===== src/rtl/core/xcc_pkg.sv =====
// Shared types, constants and the byte-wide CRC-32 update for the XOR cipher block.
package xcc_pkg;

  // Key and IV geometry.
  localparam int MAX_KEY_BYTES = 8;
  localparam int KEY_POS_W     = 3;
  localparam int KEY_LEN_W     = 4;
  localparam int IV_POS_W      = 2;

  // Standard reflected CRC-32 constants.
  localparam logic [31:0] CRC_POLY = 32'hEDB8_8320;
  localparam logic [31:0] CRC_ONES = 32'hFFFF_FFFF;

  // Configuration port geometry.
  localparam int CFG_INDEX_W = 3;
  localparam int CFG_DATA_W  = 64;

  // Stream widths.
  localparam int IN_TDATA_W  = 8;
  localparam int OUT_TDATA_W = 48;

  // Register indexes on the configuration port.
  typedef enum logic [CFG_INDEX_W-1:0] {
    CFG_DECRYPT_MODE = 3'd0,
    CFG_KEY_BYTES    = 3'd1,
    CFG_KEY_LENGTH   = 3'd2,
    CFG_IV_WORD      = 3'd3,
    CFG_CHECK_CRC    = 3'd4
  } cfg_idx_t;

  // Current register contents, handed from the register file to the datapath.
  typedef struct packed {
    logic                 decrypt_mode;
    logic [63:0]          key_bytes;
    logic [KEY_LEN_W-1:0] key_length;
    logic [31:0]          iv_word;
    logic [31:0]          check_crc;
  } cfg_t;

  // One result word before it is packed onto the output stream.
  typedef struct packed {
    logic [7:0]  out_byte;
    logic        out_last;
    logic [31:0] crc_value;
    logic        crc_match;
  } result_t;

  // Fold one byte into a running reflected CRC-32, one bit per step.
  function automatic logic [31:0] crc_update(input logic [31:0] crc, input logic [7:0] data);
    logic [31:0] c;
    c = crc ^ {24'd0, data};
    for (int b = 0; b < 8; b++) begin
      c = c[0] ? (CRC_POLY ^ (c >> 1)) : (c >> 1);
    end
    return c;
  endfunction

endpackage


===== src/rtl/core/xcc_cfg_regs.sv =====
// Configuration register file written through the plain write port.
module xcc_cfg_regs (
  input  logic                            clk,
  input  logic                            rst_n,
  input  logic                            cfg_we,
  input  logic [xcc_pkg::CFG_INDEX_W-1:0] cfg_index,
  input  logic [xcc_pkg::CFG_DATA_W-1:0]  cfg_wdata,
  output xcc_pkg::cfg_t                   cfg
);

  xcc_pkg::cfg_t cfg_r;
  xcc_pkg::cfg_t cfg_nxt;

  // Decode the index and keep only the low bits that each register holds.
  always_comb begin
    cfg_nxt = cfg_r;
    if (cfg_we) begin
      unique case (xcc_pkg::cfg_idx_t'(cfg_index))
        xcc_pkg::CFG_DECRYPT_MODE: cfg_nxt.decrypt_mode = cfg_wdata[0];
        xcc_pkg::CFG_KEY_BYTES:    cfg_nxt.key_bytes    = cfg_wdata[63:0];
        xcc_pkg::CFG_KEY_LENGTH:   cfg_nxt.key_length   = cfg_wdata[xcc_pkg::KEY_LEN_W-1:0];
        xcc_pkg::CFG_IV_WORD:      cfg_nxt.iv_word      = cfg_wdata[31:0];
        xcc_pkg::CFG_CHECK_CRC:    cfg_nxt.check_crc    = cfg_wdata[31:0];
        default:                   cfg_nxt = cfg_r;
      endcase
    end
  end

  // Registers return to their documented reset values.
  always_ff @(posedge clk) begin
    if (!rst_n) begin
      cfg_r.decrypt_mode <= 1'b0;
      cfg_r.key_bytes    <= 64'd0;
      cfg_r.key_length   <= xcc_pkg::KEY_LEN_W'(1);
      cfg_r.iv_word      <= 32'd0;
      cfg_r.check_crc    <= 32'd0;
    end else begin
      cfg_r <= cfg_nxt;
    end
  end

  assign cfg = cfg_r;

endmodule


===== src/rtl/core/xcc_cipher_core.sv =====
// Input register, message state and the single-pass XOR and CRC-32 datapath.
module xcc_cipher_core (
  input  logic             clk,
  input  logic             rst_n,
  input  xcc_pkg::cfg_t    cfg,
  input  logic             in_valid,
  input  logic [7:0]       in_data_byte,
  input  logic             in_last,
  output logic             in_ready,
  input  logic             res_ready,
  output logic             res_valid,
  output xcc_pkg::result_t res
);

  // Input register.
  logic       s1_valid_r, s1_valid_nxt;
  logic [7:0] s1_data_r;
  logic       s1_last_r;

  // Message state.
  logic [31:0]                  running_crc_r, running_crc_nxt;
  logic [xcc_pkg::KEY_POS_W-1:0] key_pos_r, key_pos_nxt;
  logic [xcc_pkg::IV_POS_W-1:0]  iv_pos_r, iv_pos_nxt;

  logic                          advance;
  logic [xcc_pkg::KEY_LEN_W-1:0] klen;
  logic [xcc_pkg::KEY_POS_W-1:0] kpos;
  logic [xcc_pkg::KEY_LEN_W-1:0] kpos_inc;
  logic [7:0]                    kbyte, ibyte, xored_byte, crc_byte;
  logic [31:0]                   crc_upd, crc_fin;

  // The held word moves on whenever the result register can take it.
  assign advance  = s1_valid_r && res_ready;
  assign in_ready = !s1_valid_r || res_ready;

  // Effective key length: zero counts as one, anything past the maximum as the maximum.
  always_comb begin
    priority if (cfg.key_length == '0) begin
      klen = xcc_pkg::KEY_LEN_W'(1);
    end else if (cfg.key_length > xcc_pkg::KEY_LEN_W'(xcc_pkg::MAX_KEY_BYTES)) begin
      klen = xcc_pkg::KEY_LEN_W'(xcc_pkg::MAX_KEY_BYTES);
    end else begin
      klen = cfg.key_length;
    end
  end

  // A position left beyond a shortened key falls back to key byte 0.
  assign kpos = ({1'b0, key_pos_r} >= klen) ? '0 : key_pos_r;

  // Keystream byte selection and the cipher itself.
  assign kbyte      = cfg.key_bytes[{kpos, 3'b000} +: 8];
  assign ibyte      = cfg.iv_word[{iv_pos_r, 3'b000} +: 8];
  assign xored_byte = s1_data_r ^ kbyte ^ ibyte;

  // The CRC always covers the plaintext side of the stream.
  assign crc_byte = cfg.decrypt_mode ? xored_byte : s1_data_r;
  assign crc_upd  = xcc_pkg::crc_update(running_crc_r, crc_byte);
  assign crc_fin  = crc_upd ^ xcc_pkg::CRC_ONES;

  // Result word handed to the output register.
  assign res_valid     = advance;
  assign res.out_byte  = xored_byte;
  assign res.out_last  = s1_last_r;
  assign res.crc_value = crc_fin;
  assign res.crc_match = s1_last_r && cfg.decrypt_mode && (crc_fin == cfg.check_crc);

  assign kpos_inc = {1'b0, kpos} + xcc_pkg::KEY_LEN_W'(1);

  // Next message state: advance positions, or start over after the last byte.
  always_comb begin
    running_crc_nxt = running_crc_r;
    key_pos_nxt     = key_pos_r;
    iv_pos_nxt      = iv_pos_r;
    if (advance) begin
      if (s1_last_r) begin
        running_crc_nxt = xcc_pkg::CRC_ONES;
        key_pos_nxt     = '0;
        iv_pos_nxt      = '0;
      end else begin
        running_crc_nxt = crc_upd;
        key_pos_nxt     = (kpos_inc >= klen) ? '0 : kpos_inc[xcc_pkg::KEY_POS_W-1:0];
        iv_pos_nxt      = iv_pos_r + xcc_pkg::IV_POS_W'(1);
      end
    end
  end

  // Input register occupancy.
  always_comb begin
    priority if (in_valid && in_ready) begin
      s1_valid_nxt = 1'b1;
    end else if (advance) begin
      s1_valid_nxt = 1'b0;
    end else begin
      s1_valid_nxt = s1_valid_r;
    end
  end

  always_ff @(posedge clk) begin
    if (!rst_n) begin
      s1_valid_r    <= 1'b0;
      running_crc_r <= xcc_pkg::CRC_ONES;
      key_pos_r     <= '0;
      iv_pos_r      <= '0;
    end else begin
      s1_valid_r    <= s1_valid_nxt;
      running_crc_r <= running_crc_nxt;
      key_pos_r     <= key_pos_nxt;
      iv_pos_r      <= iv_pos_nxt;
    end
  end

  // Payload of the input register needs no reset.
  always_ff @(posedge clk) begin
    if (in_valid && in_ready) begin
      s1_data_r <= in_data_byte;
      s1_last_r <= in_last;
    end
  end

endmodule


===== src/rtl/core/xcc_out_stage.sv =====
// Result register that drives the output stream.
module xcc_out_stage (
  input  logic                            clk,
  input  logic                            rst_n,
  input  logic                            res_valid,
  input  xcc_pkg::result_t                res,
  output logic                            res_ready,
  output logic                            out_tvalid,
  input  logic                            out_tready,
  output logic [xcc_pkg::OUT_TDATA_W-1:0] out_tdata,
  output logic                            out_tlast
);

  logic             out_valid_r, out_valid_nxt;
  xcc_pkg::result_t out_res_r;

  // The register can load when empty or when its word leaves this cycle.
  assign res_ready = !out_valid_r || out_tready;

  always_comb begin
    priority if (res_valid) begin
      out_valid_nxt = 1'b1;
    end else if (out_tready) begin
      out_valid_nxt = 1'b0;
    end else begin
      out_valid_nxt = out_valid_r;
    end
  end

  always_ff @(posedge clk) begin
    if (!rst_n) begin
      out_valid_r <= 1'b0;
    end else begin
      out_valid_r <= out_valid_nxt;
    end
  end

  always_ff @(posedge clk) begin
    if (res_valid) begin
      out_res_r <= res;
    end
  end

  // Pack the result word, lowest field first, zero filled to whole bytes.
  assign out_tvalid = out_valid_r;
  assign out_tlast  = out_res_r.out_last;
  assign out_tdata  = {7'd0, out_res_r.crc_match, out_res_r.crc_value, out_res_r.out_byte};

endmodule


===== src/rtl/core/xor_iv_cipher_with_crc32_check.sv =====
// Top level of the XOR stream cipher with IV and CRC-32 check.
// Each input word carries one message byte; it leaves XORed with the selected key
// byte and IV byte, together with the finalized CRC-32 of the plaintext so far and,
// on the last byte of a decrypted message, a match flag against the check CRC register.
// The block takes one byte per clock cycle unless a low out_tready stalls it. Each
// accepted byte passes through the input register, where the XOR and the byte-wide
// CRC update run, and then the result register. The byte-wide CRC feedback loop
// closes on the running CRC register. in_tready drops only while both registers
// hold words and out_tready is low. Write the configuration registers only while
// no message byte is in flight.
module xor_iv_cipher_with_crc32_check (
  input  logic                            clk,
  input  logic                            rst_n,
  // Configuration write port.
  input  logic                            cfg_we,
  input  logic [xcc_pkg::CFG_INDEX_W-1:0] cfg_index,
  input  logic [xcc_pkg::CFG_DATA_W-1:0]  cfg_wdata,
  // Input stream.
  input  logic                            in_tvalid,
  output logic                            in_tready,
  input  logic [xcc_pkg::IN_TDATA_W-1:0]  in_tdata,   // [7:0] data_byte
  input  logic                            in_tlast,   // last
  // Result stream.
  output logic                            out_tvalid,
  input  logic                            out_tready,
  output logic [xcc_pkg::OUT_TDATA_W-1:0] out_tdata,  // [7:0] out_byte, [39:8] crc_value,
                                                      // [40] crc_match, [47:41] zero
  output logic                            out_tlast   // out_last
);

  xcc_pkg::cfg_t    cfg;
  xcc_pkg::result_t res;
  logic             res_valid;
  logic             res_ready;

  // Configuration registers.
  xcc_cfg_regs u_cfg_regs (
    .clk       (clk),
    .rst_n     (rst_n),
    .cfg_we    (cfg_we),
    .cfg_index (cfg_index),
    .cfg_wdata (cfg_wdata),
    .cfg       (cfg)
  );

  // Input register and single-pass datapath.
  xcc_cipher_core u_core (
    .clk          (clk),
    .rst_n        (rst_n),
    .cfg          (cfg),
    .in_valid     (in_tvalid),
    .in_data_byte (in_tdata[7:0]),
    .in_last      (in_tlast),
    .in_ready     (in_tready),
    .res_ready    (res_ready),
    .res_valid    (res_valid),
    .res          (res)
  );

  // Result register.
  xcc_out_stage u_out (
    .clk        (clk),
    .rst_n      (rst_n),
    .res_valid  (res_valid),
    .res        (res),
    .res_ready  (res_ready),
    .out_tvalid (out_tvalid),
    .out_tready (out_tready),
    .out_tdata  (out_tdata),
    .out_tlast  (out_tlast)
  );

endmodule

===== config.mk =====
export PLATFORM = sky130hd
export DESIGN_NAME = xor_iv_cipher_with_crc32_check
export DESIGN_NICKNAME = d
export VERILOG_FILES = /design/src/rtl/core/xcc_pkg.sv /design/src/rtl/core/xcc_cfg_regs.sv /design/src/rtl/core/xcc_cipher_core.sv /design/src/rtl/core/xcc_out_stage.sv /design/src/rtl/core/xor_iv_cipher_with_crc32_check.sv
export SDC_FILE = /design/constraint.sdc
export NUM_CORES = 1
export LEC_CHECK = 0
export ABC_AREA = 0
export BUFFER_PORTS_ARGS = -buffer_cell sky130_fd_sc_hd__buf_2
export CORE_UTILIZATION = 63
export DETAILED_ROUTE_END_ITERATION = 16
export PLACE_DENSITY = 0.95
export REMOVE_ABC_BUFFERS = 1
export SETUP_SLACK_MARGIN = 0.05
export SYNTH_ARGS = -nofsm -noshare
export SYNTH_HDL_FRONTEND = slang
export SYNTH_SLANG_ARGS = --single-unit

===== constraint.sdc =====
create_clock -name clk -period 7.5 [get_ports clk]
set_input_delay 2.25 -clock clk [delete_from_list [all_inputs] [get_ports clk]]
set_output_delay 2.25 -clock clk [all_outputs]
set_load 0.1 [all_outputs]

==> out/metrics.cfg, run 1 <==
[worst_setup_path]
worst_setup_path_end_kind = register
critPathLaunch = u_core.key_pos_r[2]$_SDFFE_PN0P_
cp.arrival_ns = 5.70
reg2reg_from = u_core.key_pos_r[2]$_SDFFE_PN0P_
crit_end = u_out.out_tdata[40]$_DFFE_PP_
critical_path_depth = 13
critPathMaxStageDelay_ns = 0.72
setup.worst_path.class = reg -> reg
critical_path.top_delay_family = XOR/XNOR gates
critPathMaxFanout = 21
slowest_stage = dfxtp_1
crit_chain = ha_1, o21ba_2, or3_1, o21ai_0, o2111a_1, nor4_2, xnor2_2, xnor3_2, xor2_2, xnor2_1, a2111o_1, or4_1, nor4b_2
start_kind = register
path_buf_inv = 0
worstPathRequired_ns = 7.84
rr_worst_depth = 13
timing.rr.end = u_out.out_tdata[40]$_DFFE_PP_
ff2ff_setup_slack_ns = 2.14

[cts]
cts_tree = built
clk_latency_ns = 0.52
clock_path_buffers = 3
h-tree-depth = 1
cts_sinks = 223
cts_setup_buffers = 0
ctsHoldBuffers = 0
cts-resized-gates = 0
numCtsBuffers = 24
clkTransAtPathRegs_ns = 0.06
cts-root-buf = clkbuf_16

[floorplan]
die_w_microns = 135.7
start_util = 0.6489
coreArea_sq_um = 17360
die_h_microns = 135.7
die_area_sq_um = 18410
rows = 48
io_pins = 132

[logic_synthesis]
synth.most_common_cell = nand2_1
avgSynthCellArea_sq_um = 9.323
yosys.area.top_type_share = 0.3057
yosys_warnings = 0
ys.flop_type = dfxtp_1
synthTopCellsByCount = 335 x nand2_1, 172 x dfxtp_1, 128 x a21boi_0
ys_seq_area_frac = 0.4417
async_flop_share = 0
ys_ff_latch = 223
ys_types = 72
synthesis.area_sq_um = 11260
synthCells = 1208
yosys.area.top_type = dfxtp_1
synth_edf_count = 51
synth_area_leaders = dfxtp_1 31%, edfxtp_1 14%, nand2_1 11%

[route]
totalWireLength_microns = 29640
drt_iter0_drc = 923
via_count = 9303
first_pass_iters = 6
drc = 0
wl_per_cell_microns = 19.32
vias_per_cell = 6.065
drtAntennaViolNets = 0

[finish]
multiInputGateArea_sq_um = 5823
fill_cells = 1232
final_cells = 1534
diodes = 0
final_nets = 1380
register_area_sq_um = 4976
drive_above_1_share = 0.1620
area_growth_pct = 11.90

[placement]
gp_congestion = 0.9306
io_buffers = 124
dp_hpwl_microns = 20450
dp_cells = 1490

[timing]
rsz0062_at_grt = false
tightest_slew_ns = 1.221
tns_ns = 0
skew_ns = 0.01731
setup_violations = 0
whs_ns = 0.4619
fin_crit_sh = 0.7151
final-max-slew-violation-count = 0
hold_viol_final = 0
fmaxAchievable_ghz = 0.1864
timing.final.crit_period_ns = 5.364
max_slew_margin = 0.1858

[global_route]
grt-ovfl-total = 0
grt_util_all_layers = 0.3316
grt_max_degree = 110
grt_pass1_wl_microns = 47000
antenna_found_initial = 0
grt_pass1_vias = 8938

[status]
outcome = completed

[min_path]
min_path_type = reg -> reg

[flow_run]
drv_cap = 0

[pwr]
peakVddDrop_uv = 209.3
power_density_nw_per_um2 = 259.7
leakage_nw = 4.577

power by group:
part	internal [mW]	switching, mW
registers	1.31	0.0377
logic	0.229	0.539
clock network	0.678	0.476
logic make-up after synthesis:
group	count (synthesis)	share of synthesized area
buf+inv	100	0.04433
compound gates	255	0.1638
xor+xnor	117	0.1104
other cells	1	0.0003330
simple gates	455	0.1730
flops	223	0.4417
fa+ha+maj	8	0.008888
mux	49	0.05755
through the flow:
| stage | util | setup WS (ns) | power, mW | cell area, sq um |
|---|---|---|---|---|
| global route | 0.7261 | 1.828 | 3.368 | 12600 |
| CTS | 0.7261 | 2.213 | 3.270 | 12600 |
| detailed placement | 0.6821 | 2.318 | 2.131 | 11840 |
| floorplan | - | 2.156 | 1.946 | 10850 |
| finish | 0.7261 | 2.136 | 3.273 | 12600 |
| global placement | 0.6821 | 2.338 | 2.121 | 11840 |
routing by layer:
| layer | track usage | part of all wire | vias to the layer above |
|---|---|---|---|
| met5 | 0 | 0 | - |
| met4 | 0.1261 | 0.039 | 0 |
| met3 | 0.04714 | 0.077 | 105 |
| met2 | 0.5462 | 0.47 | 485 |
| met1 | 0.4408 | 0.41 | 4441 |
| li1 | - | - | 4272 |
worst min-delay path, stage by stage (launching register included):
cell and delay, ns:
dfxtp_1 0.30, nand2_1 0.04, a21boi_0 0.06
state kept, by name, indices dropped and copies added, names as in the netlist:
signal,cells
u_out.out_tlast,1
u_core.iv_pos_r,2
u_core.s1_last_r,1
u_out.out_tdata,41
u_core.key_pos_r,3
u_core.running_crc_r,32
u_core.s1_data_r,8
u_out.out_tvalid,1
u_core.s1_valid_r,1
u_cfg_regs.cfg,133
worst min path at each step:
stage | startpoint | end | slack [ns] | cells after the start
global placement | u_cfg_regs.cfg[49]$_SDFFE_PN0P_ | u_cfg_regs.cfg[49]$_SDFFE_PN0P_ | 0.45 | 2
CTS | u_cfg_regs.cfg[125]$_SDFFE_PN0P_ | u_cfg_regs.cfg[125]$_SDFFE_PN0P_ | 0.46 | 2
detailed placement | u_cfg_regs.cfg[125]$_SDFFE_PN0P_ | u_cfg_regs.cfg[125]$_SDFFE_PN0P_ | 0.46 | 2
floorplan | u_cfg_regs.cfg[117]$_SDFFE_PN0P_ | u_cfg_regs.cfg[117]$_SDFFE_PN0P_ | 0.44 | 2
finish | u_cfg_regs.cfg[48]$_SDFFE_PN0P_ | u_cfg_regs.cfg[48]$_SDFFE_PN0P_ | 0.46 | 2
global route | u_cfg_regs.cfg[106]$_SDFFE_PN0P_ | u_cfg_regs.cfg[106]$_SDFFE_PN0P_ | 0.49 | 2
cell type report:
cell class | instances | share of cell area
clock buffers | 30 | 0.05113
clock inverters | 14 | 0.009432
inverters | 18 | 0.005361
multi-input cells | 891 | 0.4621
flip-flops and latches | 223 | 0.3949
well taps | 225 | 0.02234
repair buffers | 133 | 0.05481
layout by cell type, fill, tap and decap left out, types with 14 or more instances in the layout:
cell / instances
a21boi_0: 128
a21oi_1: 18
and3_1: 14
buf_2: 123
clkbuf_16: 25
dfxtp_1: 171
edfxtp_1: 51
inv_1: 15
mux2i_1: 34
nand2_1: 335
nor2_1: 27
nor3_1: 17
o21ai_0: 40
xnor2_1: 71
xor2_1: 28
(Power assumes the default switching activity.)
==> inputs of run 2 (changes only) <==
--- a/config.mk
+++ b/config.mk
@@ -5,11 +5,11 @@
 export SDC_FILE = /design/constraint.sdc
 export NUM_CORES = 1
 export LEC_CHECK = 0
-export ABC_AREA = 0
+export ABC_AREA = 1
 export BUFFER_PORTS_ARGS = -buffer_cell sky130_fd_sc_hd__buf_2
-export CORE_UTILIZATION = 63
+export CORE_UTILIZATION = 53
 export DETAILED_ROUTE_END_ITERATION = 16
-export PLACE_DENSITY = 0.95
+export PLACE_DENSITY = 0.87
 export REMOVE_ABC_BUFFERS = 1
 export SETUP_SLACK_MARGIN = 0.05
 export SYNTH_ARGS = -nofsm -noshare
==> constraint.sdc (replaced) <==
create_clock -name clk -period 4.5 [get_ports clk]
set_input_delay 1.35 -clock clk [delete_from_list [all_inputs] [get_ports clk]]
set_output_delay 1.35 -clock clk [all_outputs]
set_load 0.1 [all_outputs]
==> run 2 against run 1 <==
First-iteration DRC count is 20% higher. Global-route usage is 2.1 points lower. Routed wire length is 18% higher. Sequential power is 64% higher. Largest cell class unchanged. Highest routed layer unchanged.
==> out/metrics.cfg, run 2 <==
[logic_synthesis]
yosys_warnings = 0  ; unchanged
synth.most_common_cell = nand2_1  ; unchanged
yosys.area.top_type = dfxtp_1  ; unchanged
ys_ff_latch = 223  ; unchanged
synth_edf_count = 51  ; unchanged
synth_area_leaders = dfxtp_1 30%, nand2_1 14%, edfxtp_1 13%  ; was dfxtp_1 31%, edfxtp_1 14%, nand2_1 11%
ys_types = 34  ; was 72
ys_seq_area_frac = 0.4343  ; was 0.4417
synth-xor-area-share = 0.009175  ; was 0.1104
synth-simple-area-share = 0.3306  ; was 0.1730
avgSynthCellArea_sq_um = 7.010  ; was 9.323 sq um
synth_fa_ha_area_frac = 0.008738  ; was 0.008888
synthesis.area_sq_um = 11450  ; was 11260 sq um
synth_compound_area_frac = 0.1270  ; was 0.1638
synthCells = 1634  ; was 1208
ys.flop_type = dfxtp_1  ; unchanged
yosys.area.top_type_share = 0.3006  ; was 0.3057
synth_top_family_by_area = simple AND/OR/NAND/NOR gates  ; unchanged
synth.area.mux_share = 0  ; was 0.05755
synthTopCellsByCount = 424 x nand2_1, 193 x nor2_1, 176 x o21ai_0  ; was 335 x nand2_1, 172 x dfxtp_1, 128 x a21boi_0
async_flop_share = 0  ; unchanged

[worst_setup_path]
rr_worst_depth = 32  ; was 13
slowest_stage = dfxtp_1  ; unchanged
worst_setup_path_end_kind = register  ; unchanged
critPathMaxStageDelay_ns = 0.32  ; was 0.72 ns
worst_path_most_repeated_cell = nand2_1
cp.arrival_ns = 4.53  ; was 5.70 ns
worstPathRequired_ns = 4.88  ; was 7.84 ns
start_kind = register  ; unchanged
critPathMaxFanout = 11  ; was 21
setup.worst_path.class = reg -> reg  ; unchanged

[cts]
h-tree-depth = 1  ; unchanged
cts_sinks = 223  ; unchanged
numCtsBuffers = 24  ; unchanged
clock_path_buffers = 3  ; unchanged
cts_tree = built  ; unchanged
cts-root-buf = clkbuf_16  ; unchanged
clk_latency_ns = 0.52  ; about the same
clkTransAtPathRegs_ns = 0.06  ; about the same

[finish]
final_cells = 2026  ; was 1534
fill_cells = 1894  ; was 1232
mostFrequentLayoutCells = 422 x nand2_1, 193 x nor2_1, 176 x o21ai_0, 172 x dfxtp_1, 155 x inv_1  ; was 335 x nand2_1, 171 x dfxtp_1, 128 x a21boi_0, 123 x buf_2, 71 x xnor2_1
diodes = 0  ; unchanged
final_nets = 1822  ; was 1380
layout.cells.most_common = nand2_1  ; unchanged
largest_register_ffs = 133  ; unchanged
area_growth_pct = 14.53  ; was 11.90%
drive_above_1_share = 0.1496  ; was 0.1620

[timing]
fin_crit_sh = 0.9235  ; was 0.7151
timing.final.crit_period_ns = 4.156  ; was 5.364 ns
rsz0062_at_grt = false  ; unchanged
tns_ns = 0  ; unchanged
tightest_slew_ns = 1.087  ; was 1.221 ns
hold_viol_final = 0  ; unchanged
max_slew_margin = 0.2745  ; was 0.1858
worst_slack_ns = 0.3445  ; was 2.136 ns
fmaxAchievable_ghz = 0.2406  ; was 0.1864 GHz
skew_ns = 0.01362  ; was 0.01731 ns
whs_ns = 0.4459  ; was 0.4619 ns
setup_violations = 0  ; unchanged
final-max-slew-violation-count = 0  ; unchanged

[pwr]
comb_power_share = 0.225  ; was 0.235
power.internal_mw = 3.662  ; was 2.221 mW
peakVddDrop_uv = 268.8  ; was 209.3 uV
power_density_nw_per_um2 = 417.8  ; was 259.7 nW/um^2
leakage_nw = 6.233  ; was 4.577 nW
clockPowerShare = 0.369  ; was 0.352
p_sw_frac = 0.3318  ; was 0.3215
p_sw_mw = 1.819  ; was 1.052 mW
seq_power_share = 0.406  ; was 0.413

[route]
totalWireLength_microns = 34960  ; was 29640 microns
wl_per_cell_microns = 17.25  ; was 19.32 microns
drtAntennaViolNets = 0  ; unchanged
first_pass_iters = 6  ; unchanged
via_count = 11338  ; was 9303
vias_per_cell = 5.596  ; was 6.065
drc = 0  ; unchanged
drt_iter0_drc = 1111  ; was 923

[global_route]
antenna_found_initial = 0  ; unchanged
grt_util_all_layers = 0.3102  ; was 0.3316
grt-ovfl-total = 0  ; unchanged
grt_max_degree = 108  ; was 110
grt_pass1_vias = 10334  ; was 8938
grt_pass1_wl_microns = 54080  ; was 47000 microns

[placement]
io_buffers = 124  ; unchanged
dpl_worst_slack_ns = 0.3195  ; was 2.318 ns
dp_cells = 1975  ; was 1490
gp_congestion = 0.9864  ; was 0.9306
dp_hpwl_microns = 24690  ; was 20450 microns

[floorplan]
rows = 53  ; was 48
die_h_microns = 149.0  ; was 135.7 microns
io_pins = 132  ; unchanged
die_area_sq_um = 22200  ; was 18410 sq um
die_w_microns = 149.0  ; was 135.7 microns
coreArea_sq_um = 21090  ; was 17360 sq um
start_util = 0.5432  ; was 0.6489

[min_path]
whs_path_depth = 2  ; unchanged
min_path_type = reg -> reg  ; unchanged

[status]
outcome = completed  ; unchanged

[flow_run]
drv_cap = 0  ; unchanged

-- run 2: repair_timing --
action | in CTS | in global routing
hold buffers | 0 | 0
endpoints found under the setup margin | 0 | 4
resized for setup | 0 | 11
setup buffers | 0 | 3
-- run 2: logic make-up after synthesis --
family          count (synthesis)
simple gates                  862
compound gates                283
buf+inv                       245
flops                         223
xor+xnor                       12
fa+ha+maj                       8
other cells                     1
-- run 2: final cells by class --
type | instances | area [sq um] | area share
Sequential cell | 223 | 4975 | 0.3792
Timing Repair Buffer | 143 | 794.5 | 0.06056
Tap cell | 275 | 344.1 | 0.02623
Multi-Input combinational cell | 1176 | 5570 | 0.4246
Clock inverter | 7 | 71.32 | 0.005436
Clock buffer | 37 | 742.0 | 0.05656
Inverter | 165 | 621.8 | 0.04740
-- run 2: stage by stage --
stage                       util  power, mW  cell area (sq um)
after global routing      0.6221      5.686              13120
final                     0.6221      5.481              13120
after detailed placement  0.5781      3.468              12190
after global placement    0.5781      3.453              12190
after floorplan                -      3.119              11070
after CTS                 0.6167      5.457              13010
-- run 2: path summary, 6_finish.rpt --
path                                     endpoint  slack, ns                            start
hold reg to reg   u_cfg_regs.cfg[39]$_SDFFE_PN0P_       0.45  u_cfg_regs.cfg[39]$_SDFFE_PN0P_
hold / removal    u_cfg_regs.cfg[39]$_SDFFE_PN0P_       0.45  u_cfg_regs.cfg[39]$_SDFFE_PN0P_
setup / recovery    u_out.out_tdata[40]$_DFFE_PP_       0.34  u_cfg_regs.cfg[64]$_SDFFE_PN1P_
setup reg to reg    u_out.out_tdata[40]$_DFFE_PP_       0.34  u_cfg_regs.cfg[64]$_SDFFE_PN1P_
-- run 2: metal layers --
metal | vias to the layer above | share of wire | GRT usage
met4 | 0 | 0.034 | 0.1000
met1 | 5212 | 0.42 | 0.4193
met3 | 88 | 0.083 | 0.03914
met2 | 543 | 0.46 | 0.5135
met5 | - | 0 | 0
li1 | 5495 | - | -
-- run 2: power groups by stage --
| stage | Combinational, mW | Sequential [mW] | Clock [mW] |
|---|---|---|---|
| 4_1_cts | 1.21 | 2.22 | 2.03 |
| 3_5_place_dp | 1.20 | 2.27 | 0 |
| 6_report | 1.23 | 2.22 | 2.02 |
| 3_3_place_gp | 1.19 | 2.26 | 0 |
| 2_1_floorplan | 0.622 | 2.50 | 0 |
| 5_1_grt | 1.34 | 2.23 | 2.12 |
-- run 2: worst max-delay path, delay by kind of cell (launching register included) --
kind	cells	cell delay, ns
simple gates	28	3.12
flops	1	0.32
fa+ha+maj	1	0.25
buf+inv	3	0.32
